[config.mk]
export PLATFORM = sky130hd
export DESIGN_NAME = ctp_delay
export DESIGN_NICKNAME = d
export VERILOG_FILES = /design/src/sv/ctp_delay.sv
export SDC_FILE = /design/constraint.sdc
export NUM_CORES = 1
export LEC_CHECK = 0
export BUFFER_PORTS_ARGS = -buffer_cell sky130_fd_sc_hd__buf_2
export CAP_MARGIN = 40
export CELL_PAD_IN_SITES_DETAIL_PLACEMENT = 1
export CELL_PAD_IN_SITES_GLOBAL_PLACEMENT = 2
export CORE_ASPECT_RATIO = 1.4
export CORE_MARGIN = 2
export CORE_UTILIZATION = 19
export DETAILED_ROUTE_END_ITERATION = 8
export PLACE_DENSITY_LB_ADDON = 0.1
export SLEW_MARGIN = 20
export SYNTH_ARGS = -nofsm -noshare
export SYNTH_HDL_FRONTEND = slang
export SYNTH_SLANG_ARGS = --single-unit
[constraint.sdc]
create_clock -name clk -period 0.8 [get_ports clk]
set_input_delay 0.08 -clock clk [delete_from_list [all_inputs] [get_ports clk]]
set_output_delay 0.08 -clock clk [all_outputs]
set_load 0.05 [all_outputs]
[src/sv/ctp_delay.sv]
// Fixed-length shift line for payload alignment.
module ctp_delay #(
  parameter int WIDTH = 48,
  parameter int DEPTH = 1
) (
  input  logic             clk,
  input  logic [WIDTH-1:0] d,
  output logic [WIDTH-1:0] q
);

  logic [WIDTH-1:0] taps [DEPTH];

  always_ff @(posedge clk) begin
    taps[0] <= d;
    for (int i = 1; i < DEPTH; i++) begin
      taps[i] <= taps[i-1];
    end
  end

  assign q = taps[DEPTH-1];

endmodule

* Word-level counts from Yosys, hierarchy flattened
Memory sizes are Yosys's and may differ from the RTL's.
Index checks and enable logic that the tools add are counted.
** Storage, ports and cells
- Output and inout port bits :: 48
- Bits in writable memories :: 48
- Bits in registers :: 0
- Memories kept :: 1
- Input bits :: 49
** Memory list
- taps :: words 1, width 48, rd ports 1, clocked after memory_dff 0, write ports 1, RTL line 11 : logic [WIDTH-1:0] taps [DEPTH];

* Depth between registers and ports, before layout
Gate-level depths: netlist of run 1.
- Depth after elaboration :: 0
- Mapped depth :: 0
- Gate-level depth less buffers :: 0

* Least setup slack after synthesis of run 1
OpenSTA, ideal clock, no wires.
- Kind :: flip-flop to output port
- Start :: memory taps[0][0]
- End :: output port q[0]
- Path slack :: 0.133 ns
- Data required time :: 0.720 ns
- Data arrival time :: 0.587 ns
- Cell stages (with the launch flop) :: 1
- Buffers on the path :: 0
- Path through :: dfxtp_1
** RTL lines
- start, declared :: RTL line 11
- end, declared :: RTL line 8 : output logic [WIDTH-1:0] q

==> reports/metrics.cfg, run 1 <==
[sta]
layout_min_cycle_time_ps=857.0
worst_pin_slew_ps=114.4
setup_viol=48
grt_setup_unrepaired=true
period_share_pct=107.1
fmax_mhz=1167
hold_slack_ps=417.6
final.setup.tns_ps=-2063
maxSlewViolCount=0
setup_slack_ps=-56.99
hold_viol=0
relSlewSlack_pct=92.39

[place]
dp_hpwl_um=1877
post-place-ws_ps=163.4
placedCellCount=208
gp_congestion=0.6147
dpl_cell_area_sq_mm=0.001521
portBuffers=96

[run]
drv_cap=0

[setup_path]
required_ps=720
cp_top_family=flip-flops
cp_num_buf_inv=1
worst_setup_path_start_kind=flop
cp.arrival_ps=780
worstPathCellList=buf_8
path_max_fanout=1
end_kind=primary output
slowest_delay_ps=340
cpMaxStageDelayCell=dfxtp_2
path_class=flop to primary output
path_depth=1

[synthesis]
synth_top_area_share_pct=100.0
ys.flop_type=dfxtp_1
synth_compound_area_share_pct=0
yosysTopAreaCell=dfxtp_1
ys_types=1
synth_area_sq_um=960.9
synthSimpleGateAreaFrac_pct=0
seq_area_frac_synth_pct=100.0
ys_seq_elements=48
synth_commonest_cells=dfxtp_1
muxShareOfSynthArea_pct=0
synth_area_leaders=dfxtp_1
synthAdderAreaFrac_pct=0
synth_xor_xnor_area_share_pct=0
synth_edf_count=0
synth_fp_nets=97
postSynthCellCount=48
yosysWarnings=0
ys_async_sr_fraction_pct=0
yosysMostFrequentCell=dfxtp_1
syn_area_per_cell_sq_um=20.02

[die]
start_util_pct=19.69
ios=97
die_w_um=64.11
row_count=30
fp.coreArea_sq_mm=0.004880
die_h_um=88.15
die_area_sq_mm=0.005651

[detailed_routing]
viasPerCell=3.542
route.detailed.drc=0
ant_nets=0
wl_per_cell_um=12.63
firstDrtPassIters=2
finalWirelength_um=3333
drtIter0Drc=15
vias=935

[power_and_ir_drop]
ir_drop_v=0.001041
p_sw_share_pct=26.33
combPwrFrac_pct=21.6
p_switching_mw=1.355
seqPwrFrac_pct=50.9
p_int_mw=3.793
p_leak_nw=1.180
p_per_area_mw_per_mm2=1990
p_clk_share_pct=27.5

[clock_tree]
cts_max_level=2
clockRootBuffer=clkbuf_8
cts_sinks=48
clock_path_buffers=2
post_cts_buffers=0
clk_pin_slew_worst_paths_ps=80
cts_tree=done
cts_buffers=5

[layout]
nNetsFinal=248
antennaDiodeCount=0
multi_input_area_sq_um=0
largest_register_ff_count=48
reg_top3=taps (48)
area_growth_pct=169.3
fill_cells=495
layout-drive-gt1-share_pct=75.00
regMostFlops=taps
fin_cells=264
multi_input_comb_cells=0
fin_area_sq_mm=0.002587

[global_route]
grt_usage_pct=12.21
gr-total-overflow=0
grt_max_degree=14
grt_pass1_wl_um=4926
antenna_found_initial=0
grt_pass1_vias=1044

[hold_path]
whs_path_depth=2
hp-start=d[14]
whs_endpoint=taps[0][14]
hp-class=input port to flop

[outcome]
outcome=finished with violations
violations=negative setup slack

==> power by group through the flow <==
stage               combinational, mW  clock [mW]  sequential (mW)
finish                           1.11        1.42             2.62
global route                     1.15        1.62             2.63
CTS                              1.08        1.49             2.61
detailed placement              0.698           0             2.60
global placement                0.695           0             2.60
floorplan                           0           0             3.06
==> per-layer routing <==
layer  GRT usage [%]  up-vias  share of wire, %  wire length, um
li1                -      446                 -                -
met1           9.569      431                28              937
met2           24.62       50                62             2051
met3           5.527        8               8.1              271
met4           5.996        0               2.2               72
met5               0        -                 0                0
==> kinds of logic after synthesis <==
logic type	Yosys count
DFF	48
==> layout make-up <==
class                 count  area (sq um)  share of cell area [%]
sequential               48          1021                   39.46
tap                      64         80.08                   3.095
timing repair buffer    144          1396                   53.97
clock buffer              8         90.09                   3.482
==> how the worst max path moves through the flow <==
| stage | startpoint | endpoint | slack (ps) |
|---|---|---|---|
| 2_1_floorplan | taps[0][0] | q[0] | 130 |
| 3_3_place_gp | taps[0][14] | q[14] | 160 |
| 3_5_place_dp | taps[0][35] | q[35] | 160 |
| 4_1_cts | taps[0][11] | q[11] | -70 |
| 5_1_grt | taps[0][31] | q[31] | -110 |
| 6_report | taps[0][31] | q[31] | -60 |
==> cells in the final DEF, fill, tap and decap left out <==
| cell | instances |
|---|---|
| buf_2 | 48 |
| buf_6 | 12 |
| buf_8 | 36 |
| clkbuf_1 | 2 |
| clkbuf_8 | 6 |
| dfxtp_2 | 48 |
| dlygate4sd3_1 | 48 |
==> repair_timing <==
| item | 4_1_cts | 5_1_grt |
|---|---|---|
| setup endpoints to repair | 48 | 48 |
| gates resized for setup | 166 | 14 |
| endpoints found under the hold margin | 48 | 0 |
| hold buffers | 48 | 0 |
==> through the flow <==
stage	utilization, %	power [mW]
2_1_floorplan	-	3.063
3_3_place_gp	31.18	3.291
3_5_place_dp	31.18	3.299
4_1_cts	51.95	5.183
5_1_grt	53.03	5.409
6_report	53.03	5.148
(Power assumes the default switching activity.)
==> inputs of run 2 (changes only) <==
Settings changed: BUFFER_PORTS_ARGS -buffer_cell sky130_fd_sc_hd__buf_2 to default, CORE_UTILIZATION 19 to 31, DONT_BUFFER_PORTS from default to 1.
==> reports/metrics.cfg, run 2 <==
[synthesis]
ys_async_sr_fraction_pct=0  ; unchanged
synth_edf_count=0  ; unchanged
yosysTopAreaCell=dfxtp_1
synth_commonest_cells=dfxtp_1
yosysMostFrequentCell=dfxtp_1
synth_top_area_share_pct=100.0  ; unchanged
ys_types=1  ; unchanged
synth_area_leaders=dfxtp_1
ys.flop_type=dfxtp_1
yosysWarnings=0  ; unchanged
syn_area_per_cell_sq_um=20.02  ; unchanged
postSynthCellCount=48  ; unchanged
ys_seq_elements=48  ; unchanged
seq_area_frac_synth_pct=100.0  ; unchanged
synth_area_sq_um=960.9  ; unchanged
synth_fp_nets=97  ; unchanged

[die]
row_count=23  ; -23%
ios=97  ; unchanged
start_util_pct=33.06  ; +13 points
die_h_um=69.88  ; -21%
die_w_um=51.06  ; -20%

[clock_tree]
cts_resized=49  ; -70%
hold_buffers=48  ; unchanged
clock_path_buffers=2  ; unchanged
post_cts_buffers=0  ; unchanged
clockRootBuffer=clkbuf_8
cts_max_level=2  ; unchanged
cts_buffers=5  ; unchanged
cts_sinks=48  ; unchanged

[outcome]
first-error=[ERROR DPL-0033] detailed placement checks failed during check placement.
stop_stage=4_1_cts
outcome=stopped before the end

[place]
dpl_cell_area_sq_mm=0.001968  ; +29%
gp_congestion=0.6163  ; +0.26%
portBuffers=0  ; -100%
dp_hpwl_um=2358  ; +26%
placedCellCount=133  ; -36%

run 2: cell counts after synthesis:
Identical to the previous run, type by type.
run 2: cell families after synthesis:
group  Yosys count  synth area share [%]
DFF             48                 100.0
run 2: stage by stage:
step	worst slack, ps	util (%)
after floorplan	132.7	-
after global placement	237.3	67.71
after detailed placement	209.5	67.71
==> inputs of run 3 (changes only) <==
Settings changed: CELL_PAD_IN_SITES_DETAIL_PLACEMENT 1 to default, CELL_PAD_IN_SITES_GLOBAL_PLACEMENT 2 to default, CORE_ASPECT_RATIO 1.4 to default, CORE_UTILIZATION 31 to 25, PLACE_DENSITY_LB_ADDON 0.1 to 0.15.
==> reports/metrics.cfg, run 3 (same netlist as run 1, synthesis figures left out) <==
[place]
placedCellCount=144  ; +8.3%
gp_congestion=0.5532  ; -10%
portBuffers=0  ; unchanged

[hold_path]
hp-class=input port to flop
hp-start=d[14]
whs_path_depth=1
whs_endpoint=taps[0][14]

[layout]
fin_cells=200
multi_input_area_sq_um=0
largest_register_ff_count=48
antennaDiodeCount=0
regMostFlops=taps
nNetsFinal=200
area_growth_pct=172.1
final_cell_mix=dlygate4sd3_1, buf_12, dfxtp_2, clkbuf_8, clkinv_2
multi_input_comb_cells=0
layout-drive-gt1-share_pct=68.42
reg_top3=taps (48)

[sta]
setup_viol=48
layout_min_cycle_time_ps=865.0
setup_slack_ps=-65.03
fmax_mhz=1156
period_share_pct=108.1
grt_setup_unrepaired=true
hold_viol=0
relSlewSlack_pct=92.70
maxSlewViolCount=0
worst_pin_slew_ps=109.1

[run]
drv_cap=0

[clock_tree]
cts_buffers=5  ; unchanged
clk_pin_slew_worst_paths_ps=80
cts_max_level=2  ; unchanged
clock_path_buffers=2  ; unchanged
clockRootBuffer=clkbuf_8
post_cts_buffers=0  ; unchanged
cts_sinks=48  ; unchanged
cts_tree=done

[power_and_ir_drop]
ir_drop_v=0.001485
combPwrFrac_pct=22.4
finalPower_mw=5.223
p_per_area_mw_per_mm2=1997
p_leak_nw=1.108
seqPwrFrac_pct=50.7
p_int_mw=3.864
p_switching_mw=1.358
p_sw_share_pct=26.01
p_clk_share_pct=26.9

[setup_path]
cp_top_family=flip-flops
cpMaxStageDelayCell=dfxtp_2
slowest_delay_ps=360
cp.arrival_ps=790
end_kind=primary output
cp_num_buf_inv=1
path_class=flop to primary output
worstPathCellList=buf_12
required_ps=720
path_max_fanout=1
worst_setup_path_start_kind=flop

[detailed_routing]
wl_per_cell_um=13.52
drtIter0Drc=11
finalWirelength_um=2703
vias=737
firstDrtPassIters=2
viasPerCell=3.685
route.detailed.drc=0
ant_nets=0

[die]
ios=97  ; unchanged
die_w_um=66.00  ; +29%
fp.coreArea_sq_mm=0.003689
die_h_um=66.00  ; -5.6%
die_area_sq_mm=0.004355
start_util_pct=26.05  ; -7.0 points
row_count=22  ; -4.3%

[outcome]
violations=negative setup slack
outcome=finished with violations

[global_route]
grt_usage_pct=12.99
grt_pass1_wl_um=3995
gr-total-overflow=0
grt_pass1_vias=818
antenna_found_initial=0
grt_max_degree=15

-- run 3: how the worst max path moves through the flow --
stage | start | to | slack [ps] | cells past startpoint
2_1_floorplan | taps[0][0] | q[0] | 130 | 0
3_3_place_gp | taps[0][18] | q[18] | 240 | 1
3_5_place_dp | taps[0][33] | q[33] | 220 | 1
4_1_cts | taps[0][20] | q[20] | -70 | 1
5_1_grt | taps[0][19] | q[19] | -90 | 1
6_report | taps[0][19] | q[19] | -70 | 1
-- run 3: timing repair --
item / CTS / global route
endpoints found under the setup margin: 48 / 48
hold buffers: 48 / 0
gates cloned: 0 / 0
endpoints found under the hold margin: 48 / 0
resized for setup: 48 / 0
-- run 3: through the flow --
step                area [sq um]  setup slack [ps]  setup TNS [ps]  util [%]  hold slack, ps
detailed placement          1982             224.4               0     53.73           107.8
finish                      2615            -65.03           -1974     70.90           334.4
global placement            1982             236.5               0     53.73           107.8
floorplan                  960.9             132.7               0         -           107.7
CTS                         2615            -73.07           -3013     70.90           317.4
global route                2615            -94.79           -3353     70.90           318.7
-- run 3: power by group through the flow --
stage | combinational (mW) | sequential (mW) | clock, mW
5_1_grt | 1.20 | 2.66 | 1.55
4_1_cts | 1.17 | 2.65 | 1.47
3_5_place_dp | 0.979 | 2.68 | 0
6_report | 1.17 | 2.65 | 1.40
3_3_place_gp | 0.976 | 2.67 | 0
2_1_floorplan | 0 | 3.06 | 0
-- run 3: routing by layer --
layer  track usage (%)  share of wire [%]  wire, um  vias to the layer above
li1                  -                  -         -                      350
met1             11.09                 30       808                      337
met2             25.63                 60      1619                       46
met3             4.600                8.8       238                        4
met4             6.888                1.4        37                        0
met5                 0                  0         0                        -
-- run 3: layout make-up --
class	count	area [sq um]
Fill cell	257	1074
Timing Repair Buffer	96	1441
Clock inverter	2	10.01
Clock buffer	6	82.58
Sequential cell	48	1021
Tap cell	48	60.06
