File: src/sv/ctp_pkg.sv
// Shared types, constants and saturating helpers for the cons-to-prim pipeline.
package ctp_pkg;

  localparam int WIDTH         = 48;
  localparam int CFG_WIDTH     = 47;
  localparam int FRAC_BITS_DEF = 24;
  localparam int MUL_LAT       = 4;
  localparam int ADDR_WIDTH    = 4;
  localparam int DATA_WIDTH    = 64;

  localparam logic [CFG_WIDTH-1:0] GAS_CONSTANT_RST    = 47'd16777216;
  localparam logic [CFG_WIDTH-1:0] GAMMA_MINUS_ONE_RST = 47'd6710886;

  localparam logic [WIDTH-1:0] MAG_POS_LIM = {1'b0, {(WIDTH-1){1'b1}}};
  localparam logic [WIDTH-1:0] MAG_NEG_LIM = {1'b1, {(WIDTH-1){1'b0}}};

  typedef enum logic {
    REG_GAS_CONSTANT    = 1'b0,
    REG_GAMMA_MINUS_ONE = 1'b1
  } reg_index_t;

  typedef struct packed {
    logic [CFG_WIDTH-1:0] gas_constant;
    logic [CFG_WIDTH-1:0] gamma_minus_one;
  } cfg_t;

  function automatic logic [WIDTH-1:0] mag(input logic signed [WIDTH-1:0] a);
    mag = a[WIDTH-1] ? WIDTH'(-a) : WIDTH'(a);
  endfunction

  function automatic logic signed [WIDTH-1:0] sat(input logic signed [WIDTH:0] s);
    if (s[WIDTH] != s[WIDTH-1]) begin
      sat = s[WIDTH] ? $signed(MAG_NEG_LIM) : $signed(MAG_POS_LIM);
    end else begin
      sat = s[WIDTH-1:0];
    end
  endfunction

  function automatic logic signed [WIDTH-1:0] qadd(input logic signed [WIDTH-1:0] a,
                                                   input logic signed [WIDTH-1:0] b);
    logic signed [WIDTH:0] s;
    s = {a[WIDTH-1], a} + {b[WIDTH-1], b};
    qadd = sat(s);
  endfunction

  function automatic logic signed [WIDTH-1:0] qsub(input logic signed [WIDTH-1:0] a,
                                                   input logic signed [WIDTH-1:0] b);
    logic signed [WIDTH:0] s;
    s = {a[WIDTH-1], a} - {b[WIDTH-1], b};
    qsub = sat(s);
  endfunction

  // Apply sign to a clamped magnitude.
  function automatic logic signed [WIDTH-1:0] signed_result(input logic [WIDTH-1:0] m,
                                                            input logic neg);
    logic [WIDTH-1:0] lim;
    logic [WIDTH-1:0] mc;
    lim = neg ? MAG_NEG_LIM : MAG_POS_LIM;
    mc  = (m > lim) ? lim : m;
    signed_result = neg ? -$signed(mc) : $signed(mc);
  endfunction

endpackage

File: src/sv/ctp_cfg.sv
// APB register bank for gas constant and gamma minus one.
module ctp_cfg (
  input  logic                              clk,
  input  logic                              rst,
  input  logic                              psel,
  input  logic                              penable,
  input  logic                              pwrite,
  input  logic [ctp_pkg::ADDR_WIDTH-1:0]    paddr,
  input  logic [ctp_pkg::DATA_WIDTH-1:0]    pwdata,
  output logic [ctp_pkg::DATA_WIDTH-1:0]    prdata,
  output logic                              pready,
  output ctp_pkg::cfg_t                     cfg
);

  ctp_pkg::reg_index_t idx;

  assign idx    = ctp_pkg::reg_index_t'(paddr[3]);
  assign pready = 1'b1;

  always_ff @(posedge clk) begin
    if (rst) begin
      cfg.gas_constant    <= ctp_pkg::GAS_CONSTANT_RST;
      cfg.gamma_minus_one <= ctp_pkg::GAMMA_MINUS_ONE_RST;
    end else if (psel && penable && pwrite) begin
      case (idx)
        ctp_pkg::REG_GAS_CONSTANT:    cfg.gas_constant    <= pwdata[ctp_pkg::CFG_WIDTH-1:0];
        ctp_pkg::REG_GAMMA_MINUS_ONE: cfg.gamma_minus_one <= pwdata[ctp_pkg::CFG_WIDTH-1:0];
        default: ;
      endcase
    end
  end

  always_comb begin
    case (idx)
      ctp_pkg::REG_GAS_CONSTANT:    prdata = 64'(cfg.gas_constant);
      ctp_pkg::REG_GAMMA_MINUS_ONE: prdata = 64'(cfg.gamma_minus_one);
      default:                      prdata = '0;
    endcase
  end

endmodule

File: config.mk
export PLATFORM = sky130hd
export DESIGN_NAME = ctp_cfg
export DESIGN_NICKNAME = d
export VERILOG_FILES = /design/src/sv/ctp_pkg.sv /design/src/sv/ctp_cfg.sv
export SDC_FILE = /design/constraint.sdc
export NUM_CORES = 1
export LEC_CHECK = 0
export BUFFER_PORTS_ARGS = -buffer_cell sky130_fd_sc_hd__buf_2
export CORE_MARGIN = 5
export CORE_UTILIZATION = 50
export DETAILED_ROUTE_END_ITERATION = 8
export PLACE_DENSITY_LB_ADDON = 0.12
export SYNTH_ARGS = -nofsm -noshare
export SYNTH_HDL_FRONTEND = slang
export SYNTH_SLANG_ARGS = --single-unit
File: constraint.sdc
create_clock -name clk -period 2.2 [get_ports clk]
set_input_delay 0.44 -clock clk [delete_from_list [all_inputs] [get_ports clk]]
set_output_delay 0.44 -clock clk [all_outputs]
set_load 0.01 [all_outputs]
== After elaboration in Yosys (flattened, before gate mapping) ==
Index checks and enable logic that the tools add are counted.
Storage, ports and cells
  output and inout port bits: 159
  input port bits: 73
  register bits after elaboration: 94
  logic and storage cells: 8
Operators by class
  reductions and logical operators: 4
  bitwise gates (word level): 1
  multiplexer cells: 1
Operator list (count)
  64-bit one-hot mux with 2 select lines: 1
  2-bit AND reduction: 2
  1-bit logical AND: 2
  1-bit inverter: 1

== Longest topological paths before layout ==
Gate-level depths: netlist of run 1.
  depth in word-level cells: 3
  depth in mapped cells: 5
  mapped depth without buffers: 2

== Least setup slack after synthesis of run 1 ==
Ideal clock, no wire load.
  path kind: input to output
  start: in paddr[3] (netlist bit)
  end: out prdata[15] (netlist bit)
  data arrival time: 1.173 ns
  buffers on the path: 2
  data required time: 1.760 ns
  setup slack: 0.587 ns
  stages on the path: 3
  cell sequence: buf_2 buf_4 mux2_2
Between the ends
  longest elaborated chain between the ends: 2
Ends and longest elaborated chain
  start, declared: RTL line ctp_cfg.sv:8  | input logic [ctp_pkg::ADDR_WIDTH-1:0] paddr,
  1-bit inverter
  64-bit one-hot mux with 2 select lines (*): RTL line ctp_cfg.sv:34  | case (idx)
  end, declared: RTL line ctp_cfg.sv:10  | output logic [ctp_pkg::DATA_WIDTH-1:0] prdata,
Every way passes the cells marked *; elsewhere a longest branch is shown, timed or not. The select of a mux whose other input is x is not followed.

== Worst setup path in the final report of run 1 ==
  start: in paddr[3] (netlist bit)
  end: out prdata[16] (netlist bit)
Same word-level chain as after synthesis.

==> results.py, run 1 <==
metrics = {
    "global_route": {
        "antenna_found_initial": 2,
        "grt_pass1_vias": 3732,
        "grt_util_all_layers_pct": 19.3,
        "grt_pass1_wl_um": 17900,
        "gr-total-overflow": 0,
        "grt_max_degree": 59,
    },
    "worst_setup_path": {
        "worstSetupPathType": "primary input to output pin",
        "endpoint_kind": "output pin",
        "r2r_cells": 2,
        "critPathRequiredTime_ps": 1760,
        "critical_path.startpoint": "paddr[3]",
        "cpPeakStageDelay_ps": 370,
        "worstPathMaxFanout": 51,
        "cp-start-kind": "primary input",
        "crit_arrival_ps": 1350,
        "crit_buf_inv": 3,
        "cp-endpoint": "prdata[16]",
        "cpMostUsedCell": "buf_2",
        "worstReg2RegStart": "cfg[0]$_SDFFE_PP0P_",
        "cp_top_family": "buffers and inverters",
        "crit_chain": "buf_2, buf_12, mux2_2, buf_2",
        "worstSetupPathDepth": 4,
        "reg2reg_to": "cfg[0]$_SDFFE_PP0P_",
        "r2r_slack_ps": 1520,
        "cp_slowest_cell": "mux2_2",
    },
    "sta": {
        "finalSetupTns_ps": 0,
        "slew_violations": 0,
        "fin_skew_ps": 0,
        "rsz0062_at_grt": "false",
        "post-route-min-period_ps": 1790,
        "fmax_mhz": 558,
        "hold_viol": 0,
        "fin_crit_sh_pct": 81.5,
        "finalSetupViolCount": 0,
    },
    "clock_network": {
        "cts_buffers": 9,
        "cts_setup_buffers": 0,
        "ctsHoldBuffers": 0,
        "cts_tree": "yes",
        "ctsResizeCount": 0,
        "root_buffer": "clkbuf_8",
        "h-tree-depth": 3,
        "clk_pin_slew_ps": 90,
        "clock_sinks": 94,
        "cts_buffer_depth": 2,
        "clk_latency_ps": 340,
    },
    "placed_design": {
        "place_congestion": 0.776,
        "dp_hpwl_um": 8200,
        "placed_cells_incl_taps": 724,
        "io_buffers": 193,
    },
    "logic_synthesis": {
        "synth.cell_area_um2": 4620,
        "yosys-top-cells-count": "nand2b_1, dfxtp_1, mux2i_1",
        "synth_area_per_cell_um2": 10.4,
        "synthMostInstantiatedCell": "nand2b_1",
        "ys.flop_type": "dfxtp_1",
        "synth-seq-cells": 94,
        "synthSimpleGateAreaFrac_pct": 20.2,
        "synth_adder_area_share_pct": 0,
        "synth_mux_area_share_pct": 31.8,
        "yosys_warnings": 0,
        "synthCells": 445,
        "yosysTopAreaCellShare_pct": 40.7,
        "synth_edf_count": 0,
        "synth_xor_area_share_pct": 0,
        "synth_compound_area_share_pct": 0,
        "synth_top_family_by_area": "multiplexers",
        "synth_area_leaders": "dfxtp_1, mux2i_1, nand2b_1",
        "yosysSeqAreaShare_pct": 40.7,
        "synth_cell_type_count": 14,
        "async_flop_share_pct": 0,
        "synth_top_area_cell": "dfxtp_1",
    },
    "finish": {
        "final_cells": 741,
        "reg.largest.list": "cfg (94)",
        "syn_to_final_growth_pct": 24.6,
        "final_net_count": 697,
        "fillers": 796,
        "regMostFlops": "cfg",
        "drive_gt1_share_pct": 42.3,
        "largest_register_ffs": 94,
    },
    "routing": {
        "dr_wl_met3_um": 784,
        "wl_um": 11100,
        "antenna_left": 0,
        "maxUsedRoutingLayer": "met5",
        "viasPerCell": 4.94,
        "drt-met1-wl_um": 4550,
        "drc": 0,
        "wl_per_cell_um": 14.9,
        "firstDrtPassIters": 4,
        "drt_first_iter_violations": 81,
        "met2_length_um": 5490,
        "via_count": 3663,
    },
    "floorplanning": {
        "coreArea_um2": 9110,
        "rows": 35,
        "fp.dieW_um": 106,
        "die_y_um": 106,
        "pin_count": 232,
        "die_area_um2": 11300,
        "start_util_pct": 50.7,
    },
    "power_and_ir_drop": {
        "swShare_pct": 26.4,
        "intPower_mw": 2.36,
        "power_frac_clock_pct": 31.8,
        "leakage_nw": 2.85,
        "powerDensity_nw_per_um2": 557,
        "seq_power_share_pct": 55.1,
        "p_sw_mw": 0.848,
        "pwr-share-comb_pct": 13.1,
        "peakVddDrop_mv": 0.318,
    },
    "outcome": {
        "status": "finished, final reports clean",
    },
    "flow_run": {
        "cap_viol_max_count": 0,
    },
    "min_path": {
        "hold_class": "primary input to flip-flop",
        "min-delay-start": "pwdata[14]",
    },
}
[layout make-up]
class	instances	area [µm²]	area share, %
Clock inverter	7	51.3	0.891
Antenna cell	1	2.50	0.0435
Sequential cell	94	1880	32.7
Timing Repair Buffer	202	1090	18.9
Multi-Input combinational cell	317	2470	42.9
Clock buffer	9	124	2.15
Tap cell	111	139	2.41
[layer usage]
metal	GRT usage, %	vias to the layer above
met4	7.03	2
met3	4.61	24
met1	22.4	1698
li1	-	1795
met5	0	-
met2	34.5	144
[placed cells by master (no fill, tap or decap), types with 2 or more instances in the layout]
master and count:
buf_4 6, clkinv_4 3, clkbuf_8 9, buf_2 192, conb_1 18, nor2_1 26, mux2i_1 94, buf_12 4
nand2b_1 128, mux2_2 47, clkinvlp_4 2, dfxtp_1 94, clkinv_2 2
[kinds of logic (layout without fill, tap and decap cells)]
group / after synthesis / in the layout
multiplexers: 141 / 141
buffers and inverters: 50 / 218
AND/OR/NAND/NOR: 158 / 158
flip-flops: 94 / 94
other: 2 / 19
[worst register-to-register path, cell delays in order (launching register included)]
cell and delay, ps:
dfxtp_1 380, nand2b_1 80, mux2i_1 150
[power groups by stage]
stage | clock [mW] | combinational (mW) | sequential (mW)
global route | 1.11 | 0.460 | 1.77
floorplan | 0 | 0.275 | 1.82
global placement | 0 | 0.413 | 1.80
detailed placement | 0 | 0.423 | 1.81
finish | 1.02 | 0.419 | 1.77
CTS | 1.05 | 0.424 | 1.77
[worst min path at each step]
stage / to / slack [ps] / cells after the start
final: cfg[61]$_SDFFE_PP0P_ / 350 / 3
after detailed placement: cfg[45]$_SDFFE_PP0P_ / 470 / 2
after global routing: cfg[20]$_SDFFE_PP0P_ / 360 / 3
after floorplan: cfg[24]$_SDFFE_PP0P_ / 500 / 2
after CTS: cfg[61]$_SDFFE_PP0P_ / 340 / 3
after global placement: cfg[64]$_SDFFE_PP0P_ / 470 / 2
[per-stage QoR]
| stage | utilization [%] | hold WS [ps] | setup slack, ps | total power [mW] | cell area (µm²) |
|---|---|---|---|---|---|
| floorplan | - | 501 | 587 | 2.09 | 4680 |
| global placement | 61.2 | 468 | 429 | 2.22 | 5580 |
| global route | 63.2 | 362 | 372 | 3.34 | 5760 |
| CTS | 63.2 | 343 | 402 | 3.25 | 5750 |
| detailed placement | 61.2 | 474 | 402 | 2.23 | 5580 |
| finish | 63.2 | 354 | 408 | 3.21 | 5760 |
Note: power is estimated with default switching activity, not from simulation.
==> run 2: changes to the inputs <==
--- a/config.mk
+++ b/config.mk
@@ -7,7 +7,7 @@
 export LEC_CHECK = 0
 export BUFFER_PORTS_ARGS = -buffer_cell sky130_fd_sc_hd__buf_2
 export CORE_MARGIN = 5
-export CORE_UTILIZATION = 50
+export CORE_UTILIZATION = 42
 export DETAILED_ROUTE_END_ITERATION = 8
 export PLACE_DENSITY_LB_ADDON = 0.12
 export SYNTH_ARGS = -nofsm -noshare
==> constraint.sdc (replaced) <==
create_clock -name clk -period 1.62 [get_ports clk]
set_input_delay 0.324 -clock clk [delete_from_list [all_inputs] [get_ports clk]]
set_output_delay 0.324 -clock clk [all_outputs]
set_load 0.01 [all_outputs]
==> run 2 against run 1 <==
Cell area rose by 2.0%; setup slack got worse by 270 ps; die area rose by 17%; total power rose by 42%; sequential share of layout area fell by 0.65 points; clock power rose by 54%; non-clock buffer count rose by 1; global-route usage fell by 3.1 points; register-to-register slack got worse by 550 ps; combinational power rose by 38%; final cell count rose by 3.9%; via count fell by 1.6%; critical path type unchanged; highest routed layer is now met4.
==> results.py, run 2 (synthesis gave the netlist of run 1 again) <==
metrics = {
    "routing": {
        "firstDrtPassIters": 4,
        "drc": 0,
        "wl_per_cell_um": 14.1,
        "viasPerCell": 4.68,
        "via_count": 3604,
        "wl_um": 10800,
        "antenna_left": 0,
        "drt_first_iter_violations": 125,
    },
    "global_route": {
        "grt_pass1_vias": 3605,
        "grt_max_degree": 81,
        "grt_util_met3_pct": 3.05,
        "use_met2_pct": 28.6,
        "gr-usage-met1_pct": 19.5,
        "grt_util_all_layers_pct": 16.2,
        "antenna_found_initial": 0,
        "gr-total-overflow": 0,
        "grt_busiest_layer": "met2",
        "grt_pass1_wl_um": 17300,
    },
    "placed_design": {
        "place_area_um2": 5670,
        "pre_cts_slack_ps": 98.3,
        "place_congestion": 0.767,
        "io_buffers": 193,
        "dp_hpwl_um": 7960,
    },
    "clock_network": {
        "cts_tree": "yes",
        "clk_latency_ps": 350,
        "clock_sinks": 94,
        "ctsHoldBuffers": 0,
        "root_buffer": "clkbuf_8",
        "h-tree-depth": 3,
        "clk_pin_slew_ps": 90,
        "ctsResizeCount": 0,
        "cts_buffers": 9,
        "cts_setup_buffers": 0,
        "cts_buffer_depth": 2,
    },
    "worst_setup_path": {
        "endpoint_kind": "output pin",
        "worstSetupPathType": "primary input to output pin",
        "cp-start-kind": "primary input",
        "crit_arrival_ps": 1160,
        "critPathRequiredTime_ps": 1300,
        "worstPathMaxFanout": 29,
    },
    "sta": {
        "whs_ps": 232,
        "finalSetupTns_ps": 0,
        "fmax_mhz": 673,
        "fin_crit_sh_pct": 91.7,
        "worst_slack_ps": 135,
        "rsz0062_at_grt": "false",
        "finalSetupViolCount": 0,
        "fin_skew_ps": 0,
        "slew_violations": 0,
        "post-route-min-period_ps": 1490,
        "hold_viol": 0,
    },
    "floorplanning": {
        "die_area_um2": 13200,
        "start_util_pct": 42.8,
        "die_y_um": 115,
        "pin_count": 232,
        "coreArea_um2": 10800,
        "fp.dieW_um": 115,
        "rows": 38,
    },
    "power_and_ir_drop": {
        "power_frac_clock_pct": 34.5,
        "powerDensity_nw_per_um2": 774,
        "seq_power_share_pct": 52.8,
        "swShare_pct": 24.9,
        "leakage_nw": 2.88,
        "peakVddDrop_mv": 0.439,
        "intPower_mw": 3.41,
        "pwr-share-comb_pct": 12.7,
        "p_sw_mw": 1.13,
    },
    "finish": {
        "regMostFlops": "cfg",
        "layout_commonest_cell": "buf_2",
        "drive_gt1_share_pct": 42.2,
        "stdcell_area_um2": 5870,
        "largest_register_ffs": 94,
        "final_net_count": 698,
        "reg.largest.list": "cfg (94)",
        "syn_to_final_growth_pct": 27.1,
        "layout_common_cells": "buf_2, nand2b_1, mux2i_1, dfxtp_1, mux2_2",
        "antennaDiodeCount": 0,
    },
    "min_path": {
        "hold_class": "primary input to flip-flop",
    },
    "outcome": {
        "status": "finished, final reports clean",
    },
    "flow_run": {
        "cap_viol_max_count": 0,
    },
}
[run 2: cell count changes in the layout (fill, tap and decap cells not counted), sizes merged]
cell    delta
clkbuf     +2
clkinv     -3
bufinv     +1
buf        +1
diode      -1
[run 2: worst max-delay path, cell delays in order]
cell	delay, ps
buf_2	140
buf_12	190
mux2_2	350
buf_2	140
[run 2: through the flow]
stage | util (%) | std cells | power [mW]
2_1_floorplan | - | 461 | 2.84
3_5_place_dp | 52.6 | 754 | 3.04
4_1_cts | 54.4 | 770 | 4.62
5_1_grt | 54.4 | 770 | 4.78
6_report | 54.4 | 770 | 4.54
3_3_place_gp | 52.6 | 754 | 3.03
[run 2: final cells by class]
| type | instances | area (µm²) |
|---|---|---|
| clock buffers | 11 | 141 |
| clock inverters | 5 | 58.8 |
| fillers | 977 | 4920 |
| multi-input cells | 317 | 2470 |
| flip-flops and latches | 94 | 1880 |
| well taps | 140 | 175 |
| repair buffers | 203 | 1140 |
[run 2: per-layer routing]
metal	wire length, µm	share of wire (%)
met5	0	0
met4	157	1.5
met2	5500	51
met1	4500	42
met3	663	6.1
[run 2: path summary, 6_finish.rpt]
kind	startpoint	end	slack, ps	cells after the start
max	paddr[3]	prdata[46]	130	4
min	pwdata[21]	cfg[68]$_SDFFE_PP0P_	230	3
max reg2reg	cfg[47]$_SDFFE_PP0P_	cfg[47]$_SDFFE_PP0P_	970	2
min reg2reg	cfg[45]$_SDFFE_PP0P_	cfg[45]$_SDFFE_PP0P_	490	2
[run 2: power by group through the flow]
stage	Sequential, mW	Combinational (mW)	Clock (mW)
2_1_floorplan	2.47	0.373	0
3_3_place_gp	2.45	0.576	0
3_5_place_dp	2.45	0.585	0
4_1_cts	2.40	0.586	1.64
5_1_grt	2.41	0.636	1.74
6_report	2.40	0.579	1.57
==> run 3: changes to the inputs <==
--- a/config.mk
+++ b/config.mk
@@ -5,8 +5,8 @@
 export SDC_FILE = /design/constraint.sdc
 export NUM_CORES = 1
 export LEC_CHECK = 0
-export BUFFER_PORTS_ARGS = -buffer_cell sky130_fd_sc_hd__buf_2
-export CORE_MARGIN = 5
+export BUFFER_PORTS_ARGS = -buffer_cell sky130_fd_sc_hd__buf_4
+export CORE_MARGIN = 1
 export CORE_UTILIZATION = 42
 export DETAILED_ROUTE_END_ITERATION = 8
 export PLACE_DENSITY_LB_ADDON = 0.12
==> run 3 against run 2 <==
Die area decreased by 13%; setup slack got worse by 29 ps; clock power increased by 13%; core utilization increased by 6.3 points; wire length increased by 0.18%; register-to-register slack got worse by 30 ps; cell area increased by 8.6%; critical path depth unchanged; combinational power increased by 15%; total power increased by 6.6%; sequential cell count unchanged; first-iteration DRC count decreased by 8.8%; critical path type unchanged; critical endpoint is now prdata[24].
==> results.py, run 3 (synthesis gave the netlist of run 1 again) <==
metrics = {
    "global_route": {
        "grt_max_degree": 63,
        "grt_util_all_layers_pct": 18.9,
        "gr-total-overflow": 0,
        "grt_pass1_wl_um": 17100,
        "antenna_found_initial": 0,
        "grt_pass1_vias": 3535,
    },
    "worst_setup_path": {
        "critPathRequiredTime_ps": 1300,
        "reg2reg_to": "cfg[24]$_SDFFE_PP0P_",
        "r2r_slack_ps": 940,
        "worstSetupPathType": "primary input to output pin",
        "crit_arrival_ps": 1190,
        "crit_chain": "buf_4, buf_12, mux2_2, buf_4",
        "crit_buf_inv": 3,
        "cp_top_family": "buffers and inverters",
        "cpPeakStageDelay_ps": 360,
        "cp_slowest_cell": "mux2_2",
        "cp-start-kind": "primary input",
        "endpoint_kind": "output pin",
        "r2r_cells": 2,
        "worstReg2RegStart": "cfg[24]$_SDFFE_PP0P_",
        "worstPathMaxFanout": 22,
        "cpMostUsedCell": "buf_4",
    },
    "routing": {
        "firstDrtPassIters": 4,
        "viasPerCell": 4.75,
        "drc": 0,
        "drt_first_iter_violations": 114,
        "antenna_left": 0,
        "via_count": 3634,
        "wl_per_cell_um": 14.2,
        "wl_um": 10800,
    },
    "clock_network": {
        "cts_tree": "yes",
        "cts_buffers": 9,
        "ctsResizeCount": 0,
        "clock_sinks": 94,
        "cts_buffer_depth": 2,
        "clk_latency_ps": 350,
        "root_buffer": "clkbuf_8",
        "h-tree-depth": 3,
        "cts_setup_buffers": 0,
        "clk_pin_slew_ps": 90,
        "ctsHoldBuffers": 0,
    },
    "sta": {
        "slew_violations": 0,
        "fin_skew_ps": 0,
        "finalSetupViolCount": 0,
        "finalSetupTns_ps": 0,
        "rsz0062_at_grt": "false",
        "hold_viol": 0,
        "fin_crit_sh_pct": 93.5,
        "post-route-min-period_ps": 1510,
        "fmax_mhz": 660,
        "whs_ps": 237,
    },
    "min_path": {
        "hold_class": "primary input to flip-flop",
        "whs_path_depth": 3,
        "min_to": "cfg[2]$_SDFFE_PP1P_",
        "min-delay-start": "pwdata[2]",
    },
    "floorplanning": {
        "coreArea_um2": 10500,
        "die_y_um": 107,
        "fp.dieW_um": 107,
        "rows": 37,
        "pin_count": 232,
        "start_util_pct": 43.9,
        "die_area_um2": 11400,
    },
    "placed_design": {
        "place_area_um2": 6150,
        "dp_hpwl_um": 7940,
        "io_buffers": 193,
        "place_congestion": 0.755,
    },
    "finish": {
        "layout_commonest_cell": "buf_4",
        "syn_to_final_growth_pct": 38.1,
        "antennaDiodeCount": 0,
        "layout_common_cells": "buf_4, nand2b_1, mux2i_1, dfxtp_1, mux2_2",
        "regArea_um2": 1880,
        "drive_gt1_share_pct": 42.3,
        "final_net_count": 699,
        "regMostFlops": "cfg",
        "reg.largest.list": "cfg (94)",
        "multiInputGateArea_um2": 2470,
        "fillers": 917,
        "largest_register_ffs": 94,
        "stdcell_area_um2": 6380,
    },
    "power_and_ir_drop": {
        "leakage_nw": 2.97,
        "powerDensity_nw_per_um2": 760,
        "peakVddDrop_mv": 0.482,
    },
    "outcome": {
        "status": "finished, final reports clean",
    },
    "flow_run": {
        "cap_viol_max_count": 0,
    },
}
-- run 3: changes by cell type in the layout (fill, tap and decap cells not counted), sizes merged --
cell      before  now
buf          203  204
clkinvlp       2    0
bufinv         1    3
clkbuf        11    9
-- run 3: area by class of cell --
type,instances,area share (%)
multi-input cells,317,38.7
repair buffers,204,25.6
clock buffers,9,1.94
clock inverters,5,1.57
well taps,136,2.67
flip-flops and latches,94,29.5
-- run 3: through the flow --
step / util (%) / std cells / power [mW] / setup slack [ps]
CTS: 60.7 / 765 / 4.90 / 92.7
global placement: 58.6 / 751 / 3.11 / 110
finish: 60.7 / 765 / 4.85 / 106
floorplan: - / 461 / 2.84 / 239
detailed placement: 58.6 / 751 / 3.13 / 92.4
global route: 60.7 / 765 / 5.05 / 70.7
-- run 3: worst max path at each step --
stage,cells past startpoint,endpoint,slack (ps),start
5_1_grt,4,prdata[16],70,paddr[3]
4_1_cts,4,prdata[29],90,paddr[3]
6_report,4,prdata[24],110,paddr[3]
3_5_place_dp,4,prdata[29],90,paddr[3]
2_1_floorplan,3,prdata[15],240,paddr[3]
3_3_place_gp,4,prdata[21],110,paddr[3]
-- run 3: per-layer routing --
layer,vias to the layer above,GRT usage (%),share of wire [%]
met4,0,6.16,1.2
met2,123,34.0,50
li1,1802,-,-
met3,11,3.59,5.9
met5,-,0,0
met1,1698,22.6,43
-- run 3: worst reg2reg max path: cells and delay by family (launching register included) --
family,cells,cell delay (ps)
muxes,1,140
DFF,1,390
and+or+nand+nor,1,90
-- run 3: report_power, final --
group          leakage, nW  switching [mW]  internal, mW
registers            0.761          0.0426          2.36
logic                 2.10           0.287         0.378
clock network        0.115           0.774          1.00
